<file path="src/hdl/mrse_pkg.sv">
`timescale 1ns / 1ps
// ----------------------------------------------------------------------------
// mrse_pkg: shared types and constants for the MIPS-I subset executor
// Opcode and function codes, result beat layout, divider request type.
// ----------------------------------------------------------------------------
package mrse_pkg;

	localparam logic [31:0] RESET_PC = 32'hbfc00000;
	localparam logic [31:0] SIGN32   = 32'h80000000;

	// primary opcodes
	localparam logic [5:0] OP_SPECIAL = 6'h00;
	localparam logic [5:0] OP_J       = 6'h02;
	localparam logic [5:0] OP_BEQ     = 6'h04;
	localparam logic [5:0] OP_BNE     = 6'h05;
	localparam logic [5:0] OP_BGTZ    = 6'h07;
	localparam logic [5:0] OP_ADDIMM  = 6'h09;
	localparam logic [5:0] OP_ORI     = 6'h0d;
	localparam logic [5:0] OP_LUI     = 6'h0f;
	localparam logic [5:0] OP_LB      = 6'h20;
	localparam logic [5:0] OP_SW      = 6'h2b;
	localparam logic [3:0] OP_COP_HI  = 4'h4;

	// function codes
	localparam logic [5:0] FN_SLL  = 6'h00;
	localparam logic [5:0] FN_SRL  = 6'h02;
	localparam logic [5:0] FN_SRA  = 6'h03;
	localparam logic [5:0] FN_SLLV = 6'h04;
	localparam logic [5:0] FN_SRLV = 6'h06;
	localparam logic [5:0] FN_SRAV = 6'h07;
	localparam logic [5:0] FN_MFHI = 6'h10;
	localparam logic [5:0] FN_MTHI = 6'h11;
	localparam logic [5:0] FN_MFLO = 6'h12;
	localparam logic [5:0] FN_MTLO = 6'h13;
	localparam logic [5:0] FN_MULT = 6'h18;
	localparam logic [5:0] FN_MULTU = 6'h19;
	localparam logic [5:0] FN_DIV  = 6'h1a;
	localparam logic [5:0] FN_DIVU = 6'h1b;
	localparam logic [5:0] FN_ADD  = 6'h20;
	localparam logic [5:0] FN_ADDU = 6'h21;
	localparam logic [5:0] FN_SUB  = 6'h22;
	localparam logic [5:0] FN_SUBU = 6'h23;
	localparam logic [5:0] FN_AND  = 6'h24;
	localparam logic [5:0] FN_OR   = 6'h25;
	localparam logic [5:0] FN_XOR  = 6'h26;
	localparam logic [5:0] FN_NOR  = 6'h27;
	localparam logic [5:0] FN_SLT  = 6'h2a;
	localparam logic [5:0] FN_SLTU = 6'h2b;

	// fault codes
	localparam logic [1:0] FLT_NONE = 2'd0;
	localparam logic [1:0] FLT_ILL  = 2'd1;
	localparam logic [1:0] FLT_COP  = 2'd2;

	// result beat
	typedef struct packed {
		logic [1:0]  fault;
		logic [31:0] store_word;
		logic [31:0] store_addr;
		logic        store_valid;
		logic [31:0] wb_value;
		logic [4:0]  wb_reg;
		logic        wb_valid;
		logic [31:0] next_pc;
	} res_t;

	// divider request
	typedef struct packed {
		logic        start;
		logic        sgn;
		logic [31:0] a;
		logic [31:0] b;
	} div_req_t;

	typedef struct packed {
		logic        done;
		logic [31:0] q;
		logic [31:0] r;
	} div_rsp_t;

endpackage

</file>
<file path="src/hdl/mrse_div.sv">
`timescale 1ns / 1ps
// ----------------------------------------------------------------------------
// mrse_div: iterative 32-bit divider
// Restoring radix-2 on magnitudes, one quotient bit per cycle, then sign fix.
// Division by zero and signed overflow follow MIPS results.
// ----------------------------------------------------------------------------
module mrse_div
	import mrse_pkg::*;
(
	input  logic     clk,
	input  logic     arst_n,
	input  div_req_t req,
	output div_rsp_t rsp
);

	logic        busy_q;
	logic        done_q;
	logic [5:0]  cnt_q;
	logic [31:0] rem_q, quo_q, den_q;
	logic        negq_q, negr_q;
	logic [32:0] trial;
	logic [31:0] ma, mb;

	assign ma = (req.sgn && req.a[31]) ? (32'd0 - req.a) : req.a;
	assign mb = (req.sgn && req.b[31]) ? (32'd0 - req.b) : req.b;
	assign trial = {rem_q, quo_q[31]} - {1'b0, den_q};

	// one bit per cycle; zero divisor yields q all ones and r = dividend magnitude,
	// then sign fix gives the MIPS values for both signs
	always_ff @(posedge clk or negedge arst_n) begin
		if (!arst_n) begin
			busy_q <= 1'b0;
			cnt_q <= '0;
			done_q <= 1'b0;
		end else begin
			done_q <= 1'b0;
			if (req.start) begin
				busy_q <= 1'b1;
				cnt_q <= 6'd32;
			end else if (busy_q) begin
				cnt_q <= cnt_q - 6'd1;
				if (cnt_q == 6'd1) begin
					busy_q <= 1'b0;
					done_q <= 1'b1;
				end
			end
		end
	end

	always_ff @(posedge clk) begin
		if (req.start) begin
			rem_q <= '0;
			quo_q <= ma;
			den_q <= mb;
			negq_q <= req.sgn && (req.a[31] ^ req.b[31]);
			negr_q <= req.sgn && req.a[31];
		end else if (busy_q) begin
			if (!trial[32]) begin
				rem_q <= trial[31:0];
				quo_q <= {quo_q[30:0], 1'b1};
			end else begin
				rem_q <= {rem_q[30:0], quo_q[31]};
				quo_q <= {quo_q[30:0], 1'b0};
			end
		end
	end

	assign rsp = '{done: done_q,
		q: (negq_q ? (32'd0 - quo_q) : quo_q),
		r: (negr_q ? (32'd0 - rem_q) : rem_q)};

endmodule

</file>
<file path="config.mk">
export PLATFORM = sky130hd
export DESIGN_NAME = mrse_div
export DESIGN_NICKNAME = d
export VERILOG_FILES = /design/src/hdl/mrse_pkg.sv /design/src/hdl/mrse_div.sv
export SDC_FILE = /design/constraint.sdc
export NUM_CORES = 1
export LEC_CHECK = 0
export BUFFER_PORTS_ARGS = -buffer_cell sky130_fd_sc_hd__buf_4
export CAP_MARGIN = 10
export CORE_ASPECT_RATIO = 1.2
export CORE_MARGIN = 2
export CORE_UTILIZATION = 58
export CTS_CLUSTER_DIAMETER = 150
export CTS_CLUSTER_SIZE = 28
export DETAILED_ROUTE_END_ITERATION = 8
export PLACE_DENSITY = 0.85
export SLEW_MARGIN = 10
export SYNTH_ARGS = -nofsm -noshare
export SYNTH_HDL_FRONTEND = slang
export SYNTH_SLANG_ARGS = --single-unit
</file>
<file path="constraint.sdc">
create_clock -name clk -period 3.85 [get_ports clk]
set_input_delay 0.385 -clock clk [delete_from_list [all_inputs] [get_ports clk]]
set_output_delay 0.385 -clock clk [all_outputs]
set_load 0.02 [all_outputs]
</file>
==> flow_results.org, run 1 <==
** Run status
- The flow ran to the end, and the final reports show no timing, DRC or antenna violations.

** Clock network
- H-tree depth reported by CTS :: 3
- Worst skew pair latency :: 370 ps
- Clock tree from TritonCTS :: yes
- Clock-pin slew was measured on the worst setup and hold paths at 80 ps.
- CTS placed an instance of clkbuf_16 at the clock tree root.
- Number of buffers added for setup after CTS :: 0
- Sinks on the clock net :: 106
- Number of cells upsized or downsized after cts :: 0
- Buffers inserted during clock tree synthesis total 9.
- Hold-fix buffer count after cts :: 1
- Maximum buffer depth of the clock tree :: 2

** Synth
- The synthesized design contains 106 register bits.
- Yosys printed 0 warnings.
- Library cell occupying the most area in the post-synthesis netlist :: edfxtp_1
- Avg Cell Area, Syn :: 8.33 µm²
- Share of flip-flops with an asynchronous set or reset after synthesis :: 0.0755
- By area the synthesized netlist is led by edfxtp_1, xnor2_1, dfxtp_1.
- Yosys top cell area share :: 0.226
- Dominant register cell in the synthesized netlist :: edfxtp_1
- Net count after synthesis :: 1158
- The cell area that synthesis handed to floorplanning was 0.00876 mm².
- Sequential element share of the synthesized area :: 0.322
- The synthesized netlist contains 71 unique library cells.
- In the synthesized netlist, the number of instances is 1051.
- EDFF count, synth :: 66

** Setup path
- The worst setup path is captured at an output port.
- STA puts the critical path data arrival time at 3350 ps.
- Type of origin of the critical path :: flip-flop
- In this design, the stage delay of the slowest critical-path cell is 620 ps.
- Chain of cells forming the critical path :: or4_1 > or4_1 > nor3_2 > nand4_1 > o31ai_1 > xnor2_1 > buf_4
- Critical path's most frequent cell :: or4_1
- The critical path is of the flip-flop to output port type.
- Worst endpoint required time :: 3460 ps
- Total stage count of the critical path :: 7
- In this run the worst path has a maximum fanout of 5.
- Buffer and inverter count on the worst path :: 1
- Cell family with the largest share of critical-path delay :: simple AND/OR/NAND/NOR gates
- For the worst flop-to-flop path, the logic depth is 10.
- For this design, the slowest cell found on the critical path is or4_1.

** Floorplanning
- Die outline area :: 0.0161 mm²
- Number of rows created at floorplan :: 49
- I/O pin count :: 133
- The floorplan step set the die width to 116 µm.
- The floorplan step set the die height to 139 µm.
- The total area inside the core boundary comes to 0.0149 mm².
- Starting density of the core :: 0.588

** Global routing
- Vias in the first global route :: 7675
- M2 GR Usage :: 0.501
- For met3 alone, demand over resource in global routing was 0.0398.
- Overall global routing resource usage :: 0.288
- Pin count of the biggest net entering global routing :: 65
- The initial antenna violation count came to 0.
- Congestion Overflow GR :: 0
- For this run, global-route usage on met1 was measured as 0.357.
- Wire length of the first global-routing pass :: 37.1 mm
- After global routing, the most crowded layer is met2.

** Placement
- IO buf count :: 132
- Routability congestion estimate from global placement :: 0.988
- After legalization and detailed placement, the total HPWL measured 17.8 mm.

** Pwr
- For this design the static power due to leakage is 4.07 nW.
- Overall power :: 0.00821 W
- The worst-case IR drop observed on VDD is 0.321 mV.
- Total power density per cell area :: 805 mW/mm²

** Flow run
- Max-cap violations :: 0

** Hold path
- Instance count along the most critical hold path :: 1
- The worst hold path belongs to the class input pin to flip-flop.

** STA
- For the pin with the worst max-slew slack, the measured transition is 1080 ps.
- Hold timing on the final database bottoms out at a slack of 267 ps.
- Maximum clock skew at final layout :: 15.9 ps
- Endpoints failing hold :: 0
- Tmin final :: 3730 ps
- In the finished design, the share of the clock period the worst path needs comes to 0.969.
- Fin. max-slew vios :: 0
- Derived from the worst setup path, the maximum achievable clock frequency is 268 MHz.
- Final setup violation count :: 0
- Relative max-transition margin :: 0.282
- Unrepaired setup endpoints after global routing :: no
- Setup tns final :: 0 ps

** Cells and area
- The library cell used most frequently in the layout, excluding fill and tap cells, is buf_4.
- Number of fill cells :: 1212
- The net count of the finished layout is 1263.
- Antenna cells :: 0
- Area added between synthesis and finish :: 16.4%
- In the layout the commonest cells are buf_4, nor2_1, xnor2_1, a21oi_1, nand2_1.
- In the final layout, the share of cells above drive strength 1 is 0.163.

** Route
- 1st-iter DRT viols :: 608
- TritonRoute pass-1 iters :: 5
- Total Wirelength :: 23.0 mm
- The routed layout has 8269 vias.
- Once detail routing completed, the nets flagged for antenna violations numbered 0.
- DRC violations left :: 0
- Average routed wire per standard cell :: 16.9 µm
- In the routed layout, each cell is associated on average with a via count of 6.06.
-- Yosys cell counts, types with 5 or more instances --
cell type / count
a211oi_1: 5
a21o_1: 8
a21oi_1: 81
a311oi_1: 29
a31oi_1: 5
and2_1: 5
and3_1: 7
buf_2: 8
clkbuf_1: 40
dfrtp_1: 8
dfxtp_1: 32
edfxtp_1: 66
ha_1: 38
inv_1: 53
nand2_1: 80
nand2b_1: 12
nand3_1: 45
nand4_1: 13
nor2_1: 115
nor3_1: 24
nor4_1: 8
o211ai_1: 7
o21ai_0: 53
o21ai_1: 25
o31ai_1: 27
o41ai_1: 12
or3_1: 10
or4_1: 12
xnor2_1: 111
xor2_1: 37
-- final timing paths --
| path | startpoint | end | slack (ps) |
|---|---|---|---|
| worst max-delay path | quo_q[10]$_DFFE_PP_ | rsp[63] | 120 |
| worst min-delay path | req[0] | den_q[0]$_DFFE_PP_ | 270 |
| worst max register to register | rem_q[6]$_SDFFE_PP0P_ | rem_q[12]$_SDFFE_PP0P_ | 460 |
| worst min register to register | cnt_q[5]$_DFFE_PN0P_ | cnt_q[5]$_DFFE_PN0P_ | 550 |
| max in group asynchronous | arst_n | busy_q$_DFF_PN0_ | 3350 |
| min in group asynchronous | arst_n | done_q$_DFF_PN0_ | 360 |
-- cells by family after synthesis --
kind of cell             Yosys count  share of synthesized area
AO/OA/AOI/OAI                    289                      0.217
multiplexers                       1                    0.00114
adder cells (fa/ha/maj)           39                     0.0566
flip-flops                       106                      0.322
buffers and inverters            109                     0.0491
AND/OR/NAND/NOR                  359                      0.206
XOR/XNOR                         148                      0.148
-- power by group --
part	leakage [nW]	internal, W	switching, W
Sequential	1.02	0.00151	0.000462
Combinational	2.91	0.00232	0.00298
Clock	0.148	0.000508	0.000436
-- worst register-to-register path: stages, from the launching register on --
cell      delay [ps]
dfxtp_1          500
ha_1             330
a21oi_1          250
nand2_1          100
o21ai_2          270
o211ai_1         210
a311o_1          370
nor3_2           580
buf_4            310
o21ai_0           90
a311oi_1         280
-- area by class of cell --
class	instances	area [µm²]	share of cell area
Clock inverter	6	63.8	0.00626
Multi-Input combinational cell	836	5500	0.540
Inverter	55	206	0.0202
Clock buffer	10	229	0.0225
Tap cell	204	255	0.0250
Sequential cell	106	2820	0.277
Timing Repair Buffer	148	1110	0.109
-- flip-flops by register name (all words and copies together) (netlist names) --
signal  flops
busy_q      1
rem_q      32
cnt_q       6
negr_q      1
quo_q      32
done_q      1
negq_q      1
den_q      32
-- through the flow --
step                cell area [µm²]  setup WS, ps  utilization  std cells
floorplan                      8760          1040            -       1051
global placement               9890           535        0.664       1348
detailed placement             9890           479        0.664       1348
CTS                           10200          69.3        0.684       1365
global route                  10200          23.6        0.684       1365
finish                        10200           118        0.684       1365
-- layer usage --
| layer | vias up | part of all wire |
|---|---|---|
| li1 | 4049 | - |
| met1 | 3880 | 0.41 |
| met2 | 296 | 0.50 |
| met3 | 44 | 0.063 |
| met4 | 0 | 0.028 |
| met5 | - | 0 |
(Power assumes the default switching activity.)
==> inputs of run 2 (changes only) <==
--- a/config.mk
+++ b/config.mk
@@ -7,7 +7,7 @@
 export LEC_CHECK = 0
 export BUFFER_PORTS_ARGS = -buffer_cell sky130_fd_sc_hd__buf_4
 export CAP_MARGIN = 10
-export CORE_ASPECT_RATIO = 1.2
+export CORE_ASPECT_RATIO = 0.9
 export CORE_MARGIN = 2
 export CORE_UTILIZATION = 58
 export CTS_CLUSTER_DIAMETER = 150
==> run 2 against run 1 <==
Design area up 0.83%; power up 3.2%; via count up 2.3%; sequential cell count unchanged; register-to-register slack worse by 180 ps; hold slack worse by 6.0 ps; largest power group unchanged; highest routed layer unchanged.
==> flow_results.org, run 2 (same netlist as run 1, synthesis figures left out) <==
** Run status
- Result of the run :: finished clean (unchanged)

** Setup path
- Chain of cells forming the critical path: ha_1 > fa_1 > nand2b_1 > a21oi_1 > o21ai_2 > o211ai_1 > a311oi_1 > a21boi_2 > buf_4 > o21ai_1 > a311oi_1 (was or4_1 > or4_1 > nor3_2 > nand4_1 > o31ai_1 > xnor2_1 > buf_4).
- Critical R2R Launch :: den_q[0]$_DFFE_PP_ (was rem_q[6]$_SDFFE_PP0P_)
- Maximum fanout along the worst path :: 13 (was 5)
- The required time at the endpoint of the critical path came to 4120 ps (was 3460 ps).
- The largest delay contributor family on the critical path was compound AO/OA/AOI/OAI gates (was simple AND/OR/NAND/NOR gates).
- The launching instance or port of the critical path is den_q[0]$_DFFE_PP_ (was quo_q[10]$_DFFE_PP_).
- The most repeated library cell on the critical path is a311oi_1 (was or4_1).
- Buffer and inverter count on the worst path :: 1 (unchanged)
- The element type at the critical path start was a flip-flop (unchanged).
- Kind of critical path :: flip-flop to flip-flop (was flip-flop to output port)
- The slowest cell on the critical path is a21boi_2 (was or4_1).
- Endpoint arrival time on the critical path :: 3840 ps (was 3350 ps)
- The sort of element at the end of the critical path is a flip-flop (was output port).
- Largest incremental delay on the critical path :: 510 ps (was 620 ps)

** Route
- 1st-iter DRT viols :: 839 (was 608)
- Total Wirelength :: 24.0 mm (was 23.0 mm)
- Number of routed nets with antenna violations :: 0 (unchanged)
- Vias :: 8459 (was 8269)
- The wire length per cell was 17.6 µm (was 16.9 µm).
- The number of vias per cell was 6.21 (was 6.06).
- DRC violations left :: 0 (unchanged)
- TritonRoute pass-1 iters :: 5 (unchanged)

** STA
- The final number of setup-violating endpoints was 0 (unchanged).
- Maximum clock skew at final layout :: 8.45 ps (was 15.9 ps)
- The time the worst path needs with I/O delays and setup was 3570 ps (was 3730 ps).
- Crit share post-route :: 0.928 (was 0.969)
- Setup tns final :: 0 ps (unchanged)
- Unrepaired setup endpoints after global routing :: no (unchanged)
- Relative max-transition margin :: 0.280 (was 0.282)
- Fin. max-slew vios :: 0 (unchanged)
- The transition time of the tightest slew-check pin came to 1080 ps (about the same).
- The number of hold violations in the final report came to 0 (unchanged).
- Upper clock frequency limit :: 280 MHz (was 268 MHz)

** Floorplanning
- Starting density of the core :: 0.595 (was 0.588)
- Area of the core region :: 0.0147 mm² (was 0.0149 mm²)
- Die width :: 134 µm (was 116 µm)
- Height of the chip :: 121 µm (was 139 µm)
- The area of the die came to 0.0161 mm² (about the same).
- The boundary pin count came to 133 (unchanged).
- The number of placement rows came to 42 (was 49).

** Cells and area
- Area of all placed cells without fillers :: 0.0103 mm² (was 0.0102 mm²)
- Most common cell after layout, fill and taps aside :: buf_4 (unchanged)
- The number of antenna cells inserted is 0 (unchanged).
- Top Registers :: den_q (32), quo_q (32), rem_q (32) (unchanged)
- Area added between synthesis and finish :: 17.4% (was 16.4%)
- Number of nets in the layout :: 1267 (was 1263)
- Leading cell types in the layout, fill and taps excluded :: buf_4, nor2_1, xnor2_1, a21oi_1, nand2_1 (unchanged)
- Fraction of layout cells with a size suffix above 1 :: 0.168 (was 0.163)
- The number of fill cells came to 1193 (was 1212).

** Hold path
- Hold Crit Start :: req[0] (unchanged)
- The worst hold-check path type is input pin to flip-flop (unchanged).

** Clock network
- Worst skew pair latency :: 360 ps (was 370 ps)
- The number of buffers inserted by post-CTS setup repair is 0 (unchanged).
- The TritonCTS buffer count is 9 (unchanged).
- Clock tree from TritonCTS :: yes (unchanged)
- The number of levels the H-tree was split into was 3 (unchanged).
- The maximum count of clock buffers along a single path was 2 (unchanged).
- The total clock sinks was 106 (unchanged).
- The clock root buffer was clkbuf_16 (unchanged).
- The CTS clock-pin slew for the worst setup and hold paths came to 80 ps (about the same).

** Global routing
- The remaining global-route overflow was 0 (unchanged).
- The global-route wire length before repair was 37.7 mm (was 37.1 mm).
- The overall routing resource usage came to 0.296 (was 0.288).
- Number of antenna violations at the first check in global routing :: 0 (unchanged)
- Vias in the first global route :: 7467 (was 7675)
- Pin count of the biggest net entering global routing :: 63 (was 65)

** Pwr
- The power per standard cell area was 824 mW/mm² (was 805 mW/mm²).
- Leakage power :: 4.12 nW (was 4.07 nW)
- The worst IR drop on VDD was 0.589 mV (was 0.321 mV).

** Flow run
- Max-cap violations :: 0 (unchanged)

** Placement
- The count of buffers inserted at the top-level ports came to 132 (unchanged).
- The weighted congestion reported at the end of routability-driven placement was 1.04 (was 0.988).
- The cell area after placement came to 0.00992 mm² (was 0.00989 mm²).
- The half-perimeter wire length of the detailed placement result came to 18.3 mm (was 17.8 mm).
==> run 2: area by class of cell <==
class | count | area (µm²) | area share
Tap cell | 198 | 248 | 0.0241
Sequential cell | 106 | 2820 | 0.275
Timing Repair Buffer | 152 | 1140 | 0.111
Clock buffer | 9 | 225 | 0.0219
Multi-Input combinational cell | 836 | 5520 | 0.537
Inverter | 55 | 206 | 0.0201
Clock inverter | 7 | 116 | 0.0113
==> run 2: where the power goes <==
part,switching (W),total [W],internal [W]
combinational,0.00313,0.00548,0.00235
clock,0.000462,0.00105,0.000590
sequential,0.000434,0.00194,0.00151
==> run 2: worst paths after layout <==
| kind | endpoint | slack [ps] | cells after the start |
|---|---|---|---|
| worst max-delay path | rem_q[21]$_SDFFE_PP0P_ | 280 | 11 |
| worst min-delay path | den_q[0]$_DFFE_PP_ | 260 | 1 |
| worst max register to register | rem_q[21]$_SDFFE_PP0P_ | 280 | 11 |
| worst min register to register | cnt_q[5]$_DFFE_PN0P_ | 530 | 2 |
| max in group asynchronous | busy_q$_DFF_PN0_ | 3340 | 2 |
| min in group asynchronous | done_q$_DFF_PN0_ | 370 | 2 |
==> run 2: per-layer routing <==
metal / up-vias / GRT usage / wire length [µm]
li1: 4070 / - / -
met4: 0 / 0.100 / 588
met3: 46 / 0.0507 / 2230
met2: 385 / 0.441 / 10600
met5: - / 0 / 0
met1: 3958 / 0.434 / 10600
==> run 2: per-stage QoR <==
step / cells / worst slack [ps] / util / hold slack (ps) / power, W
after CTS: 1363 / 306 / 0.698 / 256 / 0.00840
final: 1363 / 279 / 0.699 / 261 / 0.00847
after global placement: 1346 / 498 / 0.674 / 205 / 0.00725
after floorplan: 1051 / 1040 / - / 89.4 / 0.00555
after detailed placement: 1346 / 395 / 0.674 / 207 / 0.00734
after global routing: 1363 / 87.5 / 0.699 / 259 / 0.00900
==> run 2: timing repair <==
action                                  in CTS  in global routing
hold buffers                                 1                  0
gates resized for setup                      0                  1
endpoints found under the setup margin       0                  1
endpoints found under the hold margin        8                  0
